[config.mk]
export PLATFORM = sky130hd
export DESIGN_NAME = http_chunked_body_decoder
export DESIGN_NICKNAME = d
export VERILOG_FILES = /design/src/hcbd_pkg.sv /design/src/http_chunked_body_decoder.sv
export SDC_FILE = /design/constraint.sdc
export NUM_CORES = 1
export LEC_CHECK = 0
export CAP_MARGIN = 25
export CORE_MARGIN = 4
export CORE_UTILIZATION = 45
export CTS_BUF_LIST = sky130_fd_sc_hd__clkbuf_8
export DETAILED_ROUTE_END_ITERATION = 7
export DONT_BUFFER_PORTS = 1
export GPL_ROUTABILITY_DRIVEN = 0
export GPL_TIMING_DRIVEN = 0
export REMOVE_ABC_BUFFERS = 1
export SLEW_MARGIN = 20
export SYNTH_ARGS = -nofsm -noshare
export SYNTH_HDL_FRONTEND = slang
export SYNTH_SLANG_ARGS = --single-unit
[constraint.sdc]
create_clock -name clk -period 3.05 [get_ports clk]
set_clock_uncertainty 0.15 [all_clocks]
set_input_delay 0.4575 -clock clk [delete_from_list [all_inputs] [get_ports clk]]
set_output_delay 0.4575 -clock clk [all_outputs]
set_load 0.05 [all_outputs]
[src/hcbd_pkg.sv]
// ============================================================================
// hcbd_pkg - chunked body decoder shared definitions
// Types, character codes and size constants used by the decoder.
// ============================================================================
`default_nettype none

package hcbd_pkg;

	// Length limit of a size line, in bytes that are not CR
	localparam int LINE_LIMIT = 23;
	// Width of the chunk size accumulator and the payload down-counter
	localparam int SIZE_BITS  = 32;
	// Width of the size line byte counter
	localparam int LC_W       = $clog2(LINE_LIMIT + 1);

	localparam logic [7:0] CH_LF    = 8'h0A;
	localparam logic [7:0] CH_CR    = 8'h0D;
	localparam logic [7:0] CH_SP    = 8'h20;
	localparam logic [7:0] CH_TAB   = 8'h09;
	localparam logic [7:0] CH_VT    = 8'h0B;
	localparam logic [7:0] CH_FF    = 8'h0C;
	localparam logic [7:0] CH_PLUS  = 8'h2B;
	localparam logic [7:0] CH_MINUS = 8'h2D;
	localparam logic [7:0] CH_ZERO  = 8'h30;
	localparam logic [7:0] CH_X_LO  = 8'h78;
	localparam logic [7:0] CH_X_UP  = 8'h58;

	typedef enum logic [2:0] {
		PH_SIZE,
		PH_DATA,
		PH_CR,
		PH_LF,
		PH_STOP
	} phase_t;

	typedef enum logic [2:0] {
		LX_LEAD,
		LX_SIGNED,
		LX_ZERO,
		LX_PREFIX,
		LX_DIGITS,
		LX_END,
		LX_NEG
	} lex_t;

	typedef enum logic [2:0] {
		ST_RUN  = 3'd0,
		ST_DONE = 3'd1,
		ST_BAD  = 3'd2,
		ST_LONG = 3'd3,
		ST_CRLF = 3'd4
	} stat_t;

	typedef struct packed {
		logic       ok;
		logic [3:0] val;
	} hex_t;

	// Decode one ASCII hex digit; ok is low for any other character
	function automatic hex_t hex_decode(input logic [7:0] c);
		hex_t h;
		h.ok  = 1'b1;
		h.val = 4'd0;
		case (c) inside
			[8'h30:8'h39]: h.val = c[3:0];
			[8'h61:8'h66]: h.val = 4'(c[3:0] + 4'd9);
			[8'h41:8'h46]: h.val = 4'(c[3:0] + 4'd9);
			default:       h.ok  = 1'b0;
		endcase
		return h;
	endfunction

endpackage

`default_nettype wire

[src/http_chunked_body_decoder.sv]
// ============================================================================
// http_chunked_body_decoder - HTTP/1.1 chunked transfer body decoder
// Parses hex size lines, passes chunk payload bytes on, checks the CR LF
// after each chunk and reports finish or error through a sticky status.
// ============================================================================
// Pipeline: a received byte lands in the input register at the edge that
// accepts it; its result then moves into the result register, which
// drives the outputs.
// Throughput: one byte per cycle while the result channel is not stalled; the
// per-byte size shift-and-add or the payload down-count fits between the two registers.
// Reset: arst_n clears the decoder to the start of a size line with status
// running; the pipeline comes up empty.
`default_nettype none

module http_chunked_body_decoder import hcbd_pkg::*; (
	input  wire logic       clk,
	input  wire logic       arst_n,
	// received byte channel
	input  wire logic       in_valid,
	output logic            in_stall,
	input  wire logic [7:0] rx_byte,
	// decoded result channel
	output logic            out_valid,
	input  wire logic       out_stall,
	output logic [7:0]      payload_byte,
	output logic            payload_valid,
	output logic            chunk_last,
	output logic [2:0]      status
);

	// ------------------------------------------------------------------
	// Pipeline control
	// ------------------------------------------------------------------
	logic       valid_s1;
	logic [7:0] byte_s1;
	logic       out_valid_s2;
	logic       out_load;
	logic       adv;

	// The result register takes a new transaction when empty or draining.
	assign out_load = !out_valid_s2 || !out_stall;
	// The decoder state moves only when the input register hands its byte on.
	assign adv      = valid_s1 && out_load;
	// Hold the input register only while it is full and cannot advance.
	assign in_stall = valid_s1 && !out_load;

	always_ff @(posedge clk or negedge arst_n) begin
		if (!arst_n) begin
			valid_s1 <= 1'b0;
		end else if (!in_stall) begin
			valid_s1 <= in_valid;
		end
	end

	always_ff @(posedge clk) begin
		if (!in_stall && in_valid) begin
			byte_s1 <= rx_byte;
		end
	end

	// ------------------------------------------------------------------
	// Decoder state
	// ------------------------------------------------------------------
	phase_t                 phase_q,  phase_d;
	lex_t                   lex_q,    lex_d;
	stat_t                  stat_q,   stat_d;
	logic [LC_W-1:0]        line_count_q, line_count_d;
	logic                   digits_q, digits_d;
	logic [SIZE_BITS-1:0]   accum_q,  accum_d;
	logic [SIZE_BITS-1:0]   left_q,   left_d;

	logic                   pv_d;
	logic                   last_d;
	logic [7:0]             pb_d;

	// Lexer helpers
	hex_t                   hx;
	logic                   is_blank;
	logic                   do_signed;
	logic [LC_W-1:0]        lc_next;
	logic [SIZE_BITS-1:0]   left_dec;
	logic [SIZE_BITS-1:0]   accum_add;

	assign hx       = hex_decode(byte_s1);
	assign is_blank = byte_s1 inside {CH_SP, CH_TAB, CH_VT, CH_FF};
	assign lc_next  = LC_W'(line_count_q + 1'b1);
	assign left_dec = (left_q != '0) ? SIZE_BITS'(left_q - 1'b1) : left_q;

	// Saturate once any of the top digit bits would be shifted out.
	assign accum_add = (accum_q[SIZE_BITS-1 -: 4] != 4'd0) ? '1
		: {accum_q[SIZE_BITS-5:0], hx.val};

	// Sign position: leading blank state past blanks and sign, or right after a plus
	assign do_signed = (lex_q == LX_SIGNED) ||
		(lex_q == LX_LEAD && !is_blank && byte_s1 != CH_PLUS && byte_s1 != CH_MINUS);

	always_comb begin
		phase_d      = phase_q;
		lex_d        = lex_q;
		stat_d       = stat_q;
		line_count_d = line_count_q;
		digits_d     = digits_q;
		accum_d      = accum_q;
		left_d       = left_q;
		pv_d         = 1'b0;
		last_d       = 1'b0;
		pb_d         = 8'd0;

		case (phase_q)
			PH_SIZE: begin
				if (byte_s1 == CH_LF) begin
					if (lex_q == LX_NEG || !digits_q) begin
						stat_d  = ST_BAD;
						phase_d = PH_STOP;
					end else if (accum_q == '0) begin
						stat_d  = ST_DONE;
						phase_d = PH_STOP;
					end else begin
						left_d  = accum_q;
						phase_d = PH_DATA;
					end
				end else if (byte_s1 != CH_CR) begin
					line_count_d = lc_next;
					if (lc_next >= LC_W'(LINE_LIMIT)) begin
						stat_d  = ST_LONG;
						phase_d = PH_STOP;
					end else if (lex_q == LX_LEAD && is_blank) begin
						// skip leading blanks
					end else if (lex_q == LX_LEAD && byte_s1 == CH_PLUS) begin
						lex_d = LX_SIGNED;
					end else if (lex_q == LX_LEAD && byte_s1 == CH_MINUS) begin
						lex_d = LX_NEG;
					end else if (do_signed && byte_s1 == CH_ZERO) begin
						// a leading zero may open a 0x prefix
						digits_d = 1'b1;
						accum_d  = '0;
						lex_d    = LX_ZERO;
					end else if (lex_q == LX_ZERO &&
						(byte_s1 == CH_X_LO || byte_s1 == CH_X_UP)) begin
						lex_d = LX_PREFIX;
					end else if (do_signed || lex_q == LX_ZERO ||
						lex_q == LX_PREFIX || lex_q == LX_DIGITS) begin
						if (hx.ok) begin
							digits_d = 1'b1;
							accum_d  = accum_add;
							lex_d    = LX_DIGITS;
						end else begin
							lex_d = LX_END;
						end
					end
				end
			end
			PH_DATA: begin
				pv_d   = 1'b1;
				pb_d   = byte_s1;
				left_d = left_dec;
				if (left_dec == '0) begin
					last_d  = 1'b1;
					phase_d = PH_CR;
				end
			end
			PH_CR: begin
				if (byte_s1 == CH_CR) begin
					phase_d = PH_LF;
				end else begin
					stat_d  = ST_CRLF;
					phase_d = PH_STOP;
				end
			end
			PH_LF: begin
				if (byte_s1 == CH_LF) begin
					// start the next size line
					phase_d      = PH_SIZE;
					lex_d        = LX_LEAD;
					line_count_d = '0;
					digits_d     = 1'b0;
					accum_d      = '0;
				end else begin
					stat_d  = ST_CRLF;
					phase_d = PH_STOP;
				end
			end
			default: begin
				// finished or failed: drop every further byte
			end
		endcase
	end

	always_ff @(posedge clk or negedge arst_n) begin
		if (!arst_n) begin
			phase_q      <= PH_SIZE;
			lex_q        <= LX_LEAD;
			stat_q       <= ST_RUN;
			line_count_q <= '0;
			digits_q     <= 1'b0;
			accum_q      <= '0;
			left_q       <= '0;
		end else if (adv) begin
			phase_q      <= phase_d;
			lex_q        <= lex_d;
			stat_q       <= stat_d;
			line_count_q <= line_count_d;
			digits_q     <= digits_d;
			accum_q      <= accum_d;
			left_q       <= left_d;
		end
	end

	// ------------------------------------------------------------------
	// Result register
	// ------------------------------------------------------------------
	logic [7:0] pb_s2;
	logic       pv_s2;
	logic       last_s2;
	stat_t      stat_s2;

	always_ff @(posedge clk or negedge arst_n) begin
		if (!arst_n) begin
			out_valid_s2 <= 1'b0;
		end else if (out_load) begin
			out_valid_s2 <= valid_s1;
		end
	end

	always_ff @(posedge clk) begin
		if (adv) begin
			pb_s2   <= pb_d;
			pv_s2   <= pv_d;
			last_s2 <= last_d;
			stat_s2 <= stat_d;
		end
	end

	assign out_valid     = out_valid_s2;
	assign payload_byte  = pb_s2;
	assign payload_valid = pv_s2;
	assign chunk_last    = last_s2;
	assign status        = stat_s2;

	// ------------------------------------------------------------------
	// Assertions
	// ------------------------------------------------------------------
	a_payload_running: assert property (@(posedge clk) disable iff (!arst_n)
		out_valid_s2 && pv_s2 |-> stat_s2 == ST_RUN)
		else $error("payload byte delivered with a final status");

	a_last_is_payload: assert property (@(posedge clk) disable iff (!arst_n)
		out_valid_s2 && last_s2 |-> pv_s2)
		else $error("chunk_last without payload_valid");

	a_status_sticky: assert property (@(posedge clk) disable iff (!arst_n)
		stat_q != ST_RUN |=> stat_q == $past(stat_q))
		else $error("sticky status changed");

	a_data_count: assert property (@(posedge clk) disable iff (!arst_n)
		phase_q == PH_DATA |-> left_q != '0)
		else $error("payload phase with nothing left to pass");

	a_stop_status: assert property (@(posedge clk) disable iff (!arst_n)
		(phase_q == PH_STOP) == (stat_q != ST_RUN))
		else $error("stop phase and status disagree");

endmodule

`default_nettype wire

==> results of run 1 <==
## registers in the layout, indices dropped and copies added, names as in the netlist
signal / count
accum_q: 32
left_q: 32
byte_s1: 8
payload_byte: 8
line_count_q: 5
lex_q: 3
phase_q: 3
stat_q: 3
status: 3
chunk_last: 1
digits_q: 1
out_valid: 1
payload_valid: 1
valid_s1: 1
## power by group
| part | switching (W) | internal (W) | leakage, nW |
|---|---|---|---|
| combinational | 0.00145 | 0.000985 | 1.53 |
| sequential | 0.000480 | 0.00164 | 1.28 |
| clock | 0.000518 | 0.000309 | 0.0892 |
| total | 0.00245 | 0.00293 | 2.89 |
## cell usage in the layout, fill, tap and decap left out, types with 6 or more instances in the layout
cell type | netlist | final
sky130_fd_sc_hd__nor2_1 | 90 | 88
sky130_fd_sc_hd__dfrtp_1 | 81 | 80
sky130_fd_sc_hd__o21ai_0 | 61 | 57
sky130_fd_sc_hd__nor3_1 | 56 | 54
sky130_fd_sc_hd__a21oi_1 | 48 | 47
sky130_fd_sc_hd__mux2_2 | 37 | 37
sky130_fd_sc_hd__nand2_1 | 34 | 32
sky130_fd_sc_hd__edfxtp_1 | 21 | 21
sky130_fd_sc_hd__nor4_1 | 25 | 20
sky130_fd_sc_hd__inv_1 | 16 | 16
sky130_fd_sc_hd__nand3_1 | 18 | 15
sky130_fd_sc_hd__nand4_1 | 13 | 13
sky130_fd_sc_hd__and3_1 | 11 | 11
sky130_fd_sc_hd__buf_4 | 3 | 11
sky130_fd_sc_hd__a31oi_1 | 10 | 10
sky130_fd_sc_hd__dlygate4sd3_1 | 0 | 10
sky130_fd_sc_hd__clkbuf_8 | 0 | 9
sky130_fd_sc_hd__or3_1 | 8 | 8
sky130_fd_sc_hd__nand2b_1 | 9 | 8
sky130_fd_sc_hd__o22ai_1 | 8 | 8
sky130_fd_sc_hd__ha_1 | 9 | 8
sky130_fd_sc_hd__a22oi_1 | 7 | 7
sky130_fd_sc_hd__or2_2 | 7 | 7
sky130_fd_sc_hd__o31ai_1 | 8 | 7
sky130_fd_sc_hd__o22a_1 | 6 | 6
## cell families (layout without fill, tap and decap cells)
family | count (synthesis) | count (layout) | synth area share
simple gates | 309 | 309 | 0.2570
fa+ha+maj | 9 | 9 | 0.01759
buf+inv | 68 | 62 | 0.04612
compound gates | 191 | 191 | 0.1892
mux | 39 | 39 | 0.06820
xor+xnor | 5 | 5 | 0.006841
flops | 102 | 102 | 0.4151
## final cells by class
class	instances	area, µm²	area share
timing repair buffer	28	340.3	0.04778
clock inverter	7	55.05	0.007729
multi-input combinational	553	3650	0.5124
inverter	18	70.07	0.009837
clock buffer	9	123.9	0.01739
sequential	102	2659	0.3733
tap	180	225.2	0.03162
## how the worst min path moves through the flow
stage	startpoint	endpoint	slack [ns]	depth (start not counted)
global route	out_stall	out_valid	0.03	2
CTS	out_stall	out_valid	0.04	2
floorplan	arst_n	accum_q[0]	0.01	0
detailed placement	arst_n	left_q[12]	0.02	0
global placement	arst_n	left_q[12]	0.02	0
finish	out_stall	out_valid	0.06	2
## repair_timing
action                                  in CTS  in global routing
resized for setup                           10                 23
endpoints found under the hold margin       90                  0
endpoints found under the setup margin      56                 68
pin swaps                                    4                  0
cloned                                       0                  0
hold buffers                                11                  0
buffers inserted                             4                  8
## metrics by stage
step / total power (W) / setup slack (ns) / hold slack (ns) / TNS (ns)
6_report: 0.005380 / 0.08719 / 0.05799 / 0
5_1_grt: 0.005738 / 0.01281 / 0.03302 / 0
4_1_cts: 0.005158 / 0.03915 / 0.04227 / 0
3_5_place_dp: 0.004152 / -0.6206 / 0.01559 / -7.699
3_3_place_gp: 0.004063 / -2.424 / 0.01610 / -135.38
2_1_floorplan: 0.003538 / -0.9859 / 0.01191 / -40.24
## metal layers
| metal | routed length, µm | global-route usage | vias to the layer above |
|---|---|---|---|
| li1 | - | - | 2680 |
| met1 | 7685 | 0.2924 | 2767 |
| met2 | 8293 | 0.3518 | 201 |
| met3 | 940 | 0.04849 | 42 |
| met4 | 510 | 0.06688 | 0 |
| met5 | 0 | 0 | - |
==> run_summary.xml, run 1 <==
<?xml version="1.0" encoding="UTF-8"?>
<metrics>
  <group name="floorplanning">
    <metric name="dieWidth" unit="µm">127.3</metric>
    <metric name="fp.dieH" unit="µm">127.3</metric>
    <metric name="core" unit="µm²">13930</metric>
    <metric name="die_area" unit="µm²">16200</metric>
    <metric name="floorplan.io_pins" unit="">27</metric>
    <metric name="row_count" unit="">43</metric>
    <metric name="floorplan.initialDensity" unit="">0.4595</metric>
  </group>
  <group name="setup_path">
    <metric name="critPathMaxFanout" unit="">9</metric>
    <metric name="crit-reg2reg-capture" unit="">phase_q[0]</metric>
    <metric name="timing.critical_path.buf_inv" unit="">0</metric>
    <metric name="cp_data_arrival_time" unit="ns">3.11</metric>
    <metric name="path_class" unit="">flop to flop</metric>
    <metric name="levels_on_crit_path" unit="">7</metric>
    <metric name="crit_required" unit="ns">3.19</metric>
    <metric name="critical_path.max_stage_delay" unit="ns">0.67</metric>
    <metric name="reg2reg_setup_slack" unit="ns">0.09</metric>
    <metric name="timing.critical_path.max_delay_family" unit="">simple AND/OR/NAND/NOR gates</metric>
    <metric name="cp-start-kind" unit="">flop</metric>
    <metric name="slowest_stage" unit="">sky130_fd_sc_hd__or4_4</metric>
    <metric name="reg2reg_from" unit="">left_q[10]</metric>
    <metric name="worst_setup_path_end_kind" unit="">flop</metric>
    <metric name="path_cells" unit="">nor4_4 -&gt; nand3_4 -&gt; or4_4 -&gt; o22ai_2 -&gt; and4_1 -&gt; nand4b_1 -&gt; a21o_1</metric>
    <metric name="worst_r2r_path_depth" unit="">7</metric>
    <metric name="cp-endpoint" unit="">phase_q[0]</metric>
    <metric name="critical_path.startpoint" unit="">left_q[10]</metric>
  </group>
  <group name="logic_synthesis">
    <metric name="post-synth-top-area-fraction" unit="">0.3166</metric>
    <metric name="postSynth.asyncResetShare" unit="">0.7941</metric>
    <metric name="seq_area_frac_synth" unit="">0.4151</metric>
    <metric name="synth_area_leaders" unit="">sky130_fd_sc_hd__dfrtp_1 (32%), sky130_fd_sc_hd__edfxtp_1 (9.8%), sky130_fd_sc_hd__mux2_2 (6.5%)</metric>
    <metric name="yosys.area.top_type" unit="">sky130_fd_sc_hd__dfrtp_1</metric>
    <metric name="yosys_register_bits" unit="">102</metric>
    <metric name="synthMostInstantiatedCell" unit="">sky130_fd_sc_hd__nor2_1</metric>
    <metric name="distinct_cells_synth" unit="">72</metric>
    <metric name="yosysWarningCount" unit="">0</metric>
    <metric name="post_synth_instance_area" unit="µm²">6402</metric>
    <metric name="synth-edff-count" unit="">21</metric>
    <metric name="ys_top_cells_by_count" unit="">sky130_fd_sc_hd__nor2_1 (90), sky130_fd_sc_hd__dfrtp_1 (81), sky130_fd_sc_hd__o21ai_0 (61)</metric>
    <metric name="dominantRegCellSynth" unit="">sky130_fd_sc_hd__dfrtp_1</metric>
    <metric name="synthesis.area_per_instance" unit="µm²">8.855</metric>
    <metric name="netlist_instances" unit="">723</metric>
  </group>
  <group name="sta">
    <metric name="maxSlewViolCount" unit="">0</metric>
    <metric name="hold_viol_final" unit="">0</metric>
    <metric name="grt_setup_unrepaired" unit="">false</metric>
    <metric name="finalSetupViolCount" unit="">0</metric>
    <metric name="slew_headroom" unit="">0.4987</metric>
    <metric name="worst-slew-pin-transition" unit="ns">0.7519</metric>
    <metric name="final_min_period_over_clock_period" unit="">0.9714</metric>
    <metric name="period_needed" unit="ns">2.963</metric>
    <metric name="fmaxAchievable" unit="MHz">337.5</metric>
  </group>
  <group name="placed_design">
    <metric name="numPlacedInstances" unit="">858</metric>
    <metric name="dp_hpwl" unit="µm">11720</metric>
    <metric name="port-buffer-count" unit="">0</metric>
    <metric name="dpl_cell_area" unit="µm²">6565</metric>
  </group>
  <group name="clock_network">
    <metric name="clock_sinks" unit="">102</metric>
    <metric name="worst_setup_hold_path_clk_slew" unit="ns">0.10</metric>
    <metric name="cts_tree" unit="">yes</metric>
    <metric name="cts-buffers-inserted" unit="">9</metric>
    <metric name="h_tree_levels" unit="">3</metric>
    <metric name="clock_insertion_delay_at_the_later_pin_of_the_skew_report" unit="ns">0.39</metric>
    <metric name="cts_root_buf" unit="">sky130_fd_sc_hd__clkbuf_8</metric>
    <metric name="clk_path_buf_depth" unit="">2</metric>
  </group>
  <group name="detailed_routing">
    <metric name="routed_wire_length_per_instance" unit="µm">19.43</metric>
    <metric name="total_vias_in_the_final_route" unit="">5690</metric>
    <metric name="total_detailed_routing_wirelength" unit="µm">17430</metric>
    <metric name="detailed_router_iteration_count_before_antenna_repair" unit="">5</metric>
    <metric name="vias_per_cell" unit="">6.343</metric>
    <metric name="count_of_unresolved_drc_violations_after_routing" unit="">0</metric>
    <metric name="antenna_left" unit="">0</metric>
    <metric name="drt-initial-drc-count" unit="">659</metric>
  </group>
  <group name="hold_path">
    <metric name="hp-class" unit="">primary input to flop</metric>
  </group>
  <group name="finish">
    <metric name="design_area" unit="µm²">7123</metric>
    <metric name="flow.area_growth_from_synthesis" unit="%">11.26</metric>
    <metric name="final_core_util" unit="">0.5112</metric>
    <metric name="post_route_cells_drive_above_1_share" unit="">0.1632</metric>
    <metric name="antenna_cells_inserted" unit="">0</metric>
    <metric name="final.fill_count" unit="">1297</metric>
    <metric name="instances_no_fill" unit="">897</metric>
    <metric name="final_net_count" unit="">733</metric>
  </group>
  <group name="global_route">
    <metric name="antenna_found_initial" unit="">0</metric>
    <metric name="grt_pass1_wl" unit="µm">28610</metric>
    <metric name="first_global_vias" unit="">5466</metric>
    <metric name="grt.total_usage" unit="">0.2175</metric>
    <metric name="grt_max_degree" unit="">82</metric>
    <metric name="global_route.overflow_total" unit="">0</metric>
  </group>
  <group name="pwr">
    <metric name="max-vdd-ir-drop" unit="µV">336.0</metric>
    <metric name="power_density" unit="nW/µm²">755.3</metric>
    <metric name="power.static_leakage" unit="nW">2.893</metric>
  </group>
  <group name="run">
    <metric name="max-cap-violations" unit="">0</metric>
  </group>
  <group name="outcome">
    <metric name="status" unit="">complete, no violations</metric>
  </group>
</metrics>
(Power assumes the default switching activity.)
==> run 2, diff against run 1 <==
--- a/config.mk
+++ b/config.mk
@@ -7,14 +7,16 @@
 export LEC_CHECK = 0
 export CAP_MARGIN = 25
 export CORE_MARGIN = 4
-export CORE_UTILIZATION = 45
+export CORE_UTILIZATION = 55
 export CTS_BUF_LIST = sky130_fd_sc_hd__clkbuf_8
 export DETAILED_ROUTE_END_ITERATION = 7
 export DONT_BUFFER_PORTS = 1
 export GPL_ROUTABILITY_DRIVEN = 0
 export GPL_TIMING_DRIVEN = 0
+export PLACE_DENSITY = 0.7
 export REMOVE_ABC_BUFFERS = 1
 export SLEW_MARGIN = 20
 export SYNTH_ARGS = -nofsm -noshare
 export SYNTH_HDL_FRONTEND = slang
 export SYNTH_SLANG_ARGS = --single-unit
+export TNS_END_PERCENT = 30
==> run_summary.xml, run 2 (synthesis gave the netlist of run 1 again) <==
<?xml version="1.0" encoding="UTF-8"?>
<metrics>
  <group name="finish">
    <metric name="post_route_cells_drive_above_1_share" unit="">0.1681</metric>
    <metric name="largestRegisters" unit="">accum_q: 32 flops, left_q: 32 flops</metric>
    <metric name="flow.area_growth_from_synthesis" unit="%">10.36</metric>
    <metric name="mostFrequentLayoutCell" unit="">sky130_fd_sc_hd__nor2_1</metric>
    <metric name="antenna_cells_inserted" unit="">0</metric>
    <metric name="instances_no_fill" unit="">857</metric>
    <metric name="final_cell_mix" unit="">sky130_fd_sc_hd__nor2_1 (88), sky130_fd_sc_hd__dfrtp_1 (78), sky130_fd_sc_hd__o21ai_0 (58)</metric>
    <metric name="final_net_count" unit="">730</metric>
  </group>
  <group name="placed_design">
    <metric name="numPlacedInstances" unit="">819</metric>
    <metric name="dp_hpwl" unit="µm">11410</metric>
    <metric name="placement.setup.worst_slack" unit="ns">-0.7928</metric>
    <metric name="port-buffer-count" unit="">0</metric>
  </group>
  <group name="global_route">
    <metric name="first_global_vias" unit="">5468</metric>
    <metric name="global_route.overflow_total" unit="">0</metric>
    <metric name="grt.met1_usage" unit="">0.3452</metric>
    <metric name="grtUsageMet2" unit="">0.4262</metric>
    <metric name="grt_util_met3" unit="">0.05901</metric>
    <metric name="grt_max_degree" unit="">82</metric>
    <metric name="grt_pass1_wl" unit="µm">27970</metric>
    <metric name="top_usage_layer" unit="">met2</metric>
    <metric name="antenna_found_initial" unit="">0</metric>
    <metric name="grt.total_usage" unit="">0.2623</metric>
  </group>
  <group name="sta">
    <metric name="finalSetupViolCount" unit="">0</metric>
    <metric name="final_min_period_over_clock_period" unit="">0.9870</metric>
    <metric name="maxSlewViolCount" unit="">0</metric>
    <metric name="hold_ws" unit="ns">0.02411</metric>
    <metric name="hold_viol_final" unit="">0</metric>
    <metric name="worst-slew-pin-transition" unit="ns">0.8018</metric>
    <metric name="final_critical_path_setup_slack" unit="ns">0.03971</metric>
    <metric name="period_needed" unit="ns">3.010</metric>
    <metric name="fmaxAchievable" unit="MHz">332.2</metric>
    <metric name="setup_tns" unit="ns">0</metric>
    <metric name="slew_headroom" unit="">0.4649</metric>
  </group>
  <group name="setup_path">
    <metric name="reg2reg_from" unit="">left_q[2]</metric>
    <metric name="path_cells" unit="">nor4_4 -&gt; buf_4 -&gt; and3_1 -&gt; o41ai_4 -&gt; o41ai_2 -&gt; and4_1 -&gt; nand4b_1 -&gt; a21o_1</metric>
    <metric name="critical_path.max_stage_delay" unit="ns">0.50</metric>
    <metric name="reg2reg_setup_slack" unit="ns">0.04</metric>
    <metric name="slowest_stage" unit="">sky130_fd_sc_hd__dfrtp_2</metric>
    <metric name="crit-reg2reg-capture" unit="">phase_q[0]</metric>
    <metric name="path_class" unit="">flop to flop</metric>
    <metric name="worst_setup_path_end_kind" unit="">flop</metric>
    <metric name="worst_r2r_path_depth" unit="">8</metric>
    <metric name="crit_required" unit="ns">3.19</metric>
    <metric name="cp-endpoint" unit="">phase_q[0]</metric>
    <metric name="cp_data_arrival_time" unit="ns">3.15</metric>
    <metric name="critical_path.startpoint" unit="">left_q[2]</metric>
    <metric name="cp-start-kind" unit="">flop</metric>
    <metric name="critPathMaxFanout" unit="">11</metric>
  </group>
  <group name="clock_network">
    <metric name="cts_root_buf" unit="">sky130_fd_sc_hd__clkbuf_8</metric>
    <metric name="worst_setup_hold_path_clk_slew" unit="ns">0.10</metric>
    <metric name="h_tree_levels" unit="">3</metric>
    <metric name="cts_tree" unit="">yes</metric>
    <metric name="clock_insertion_delay_at_the_later_pin_of_the_skew_report" unit="ns">0.40</metric>
    <metric name="cts-buffers-inserted" unit="">9</metric>
    <metric name="clk_path_buf_depth" unit="">2</metric>
    <metric name="clock_sinks" unit="">102</metric>
  </group>
  <group name="run">
    <metric name="max-cap-violations" unit="">0</metric>
  </group>
  <group name="floorplanning">
    <metric name="die_area" unit="µm²">13430</metric>
    <metric name="floorplan.io_pins" unit="">27</metric>
    <metric name="dieWidth" unit="µm">115.9</metric>
    <metric name="floorplan.initialDensity" unit="">0.5607</metric>
    <metric name="core" unit="µm²">11420</metric>
    <metric name="row_count" unit="">39</metric>
    <metric name="fp.dieH" unit="µm">115.9</metric>
  </group>
  <group name="detailed_routing">
    <metric name="vias_per_cell" unit="">6.849</metric>
    <metric name="total_detailed_routing_wirelength" unit="µm">17510</metric>
    <metric name="drt-initial-drc-count" unit="">743</metric>
    <metric name="antenna_left" unit="">0</metric>
    <metric name="detailed_router_iteration_count_before_antenna_repair" unit="">6</metric>
    <metric name="routed_wire_length_per_instance" unit="µm">20.43</metric>
    <metric name="count_of_unresolved_drc_violations_after_routing" unit="">0</metric>
    <metric name="total_vias_in_the_final_route" unit="">5870</metric>
  </group>
  <group name="pwr">
    <metric name="switching_power_of_the_nets" unit="W">0.002467</metric>
    <metric name="p_int" unit="W">0.002933</metric>
    <metric name="power_density" unit="nW/µm²">764.3</metric>
    <metric name="portion_of_total_power_attributed_to_the_clock_network" unit="">0.159</metric>
    <metric name="max-vdd-ir-drop" unit="µV">481.0</metric>
    <metric name="power.static_leakage" unit="nW">2.853</metric>
    <metric name="sw_frac_of_total" unit="">0.4569</metric>
    <metric name="combPwrFrac" unit="">0.447</metric>
    <metric name="relative_contribution_of_sequential_cells_to_total_power" unit="">0.394</metric>
  </group>
  <group name="outcome">
    <metric name="status" unit="">complete, no violations</metric>
  </group>
  <group name="hold_path">
    <metric name="hp-class" unit="">primary input to flop</metric>
    <metric name="min_delay_path_depth" unit="">1</metric>
    <metric name="hp-start" unit="">in_valid</metric>
  </group>
</metrics>
[run 2: worst min-delay path by stage]
stage / to
floorplan: accum_q[0]
global placement: left_q[15]
detailed placement: left_q[12]
CTS: valid_s1
global route: valid_s1
finish: valid_s1
[run 2: power by group through the flow]
| stage | registers (W) | clock network (W) | logic, W |
|---|---|---|---|
| 2_1_floorplan | 0.00197 | 0 | 0.00157 |
| 6_report | 0.00213 | 0.000857 | 0.00241 |
| 3_3_place_gp | 0.00210 | 0 | 0.00194 |
| 5_1_grt | 0.00217 | 0.000927 | 0.00263 |
| 4_1_cts | 0.00210 | 0.000866 | 0.00220 |
| 3_5_place_dp | 0.00212 | 0 | 0.00203 |
[run 2: per-layer routing]
metal,share of wire,routed length (µm),vias to the layer above
met1,0.42,7348,2836
met5,0,0,-
li1,-,-,2689
met3,0.068,1189,50
met2,0.48,8429,295
met4,0.031,546,0
[run 2: critical path: cells and delay by family (launching register included)]
kind                   cells  cell delay [ns]
AOI/OAI and AO/OA          3             0.84
and+or+nand+nor            4             1.19
buffers and inverters      1             0.23
DFF                        1             0.50
[run 2: cell type report]
class | instances | area (µm²)
fillers | 970 | 4353
multi-input cells | 555 | 3694
flip-flops and latches | 102 | 2661
repair buffers | 23 | 275.3
well taps | 143 | 178.9
clock buffers | 10 | 137.6
inverters | 18 | 68.82
clock inverters | 6 | 50.05
[run 2: timing repair]
action                                 4_1_cts  5_1_grt
pin swaps                                    4        3
setup endpoints to repair                   55       62
hold buffers                                10        0
endpoints found under the hold margin       89        0
setup buffers                                4        6
gates cloned                                 0        2
gates resized for setup                     14       24
[run 2: metrics by stage]
step / instance area, µm² / util / power, W
4_1_cts: 6898 / 0.6041 / 0.005162
2_1_floorplan: 6175 / - / 0.003538
6_report: 7066 / 0.6188 / 0.005400
3_3_place_gp: 6354 / 0.5564 / 0.004035
3_5_place_dp: 6479 / 0.5674 / 0.004145
5_1_grt: 7066 / 0.6188 / 0.005719
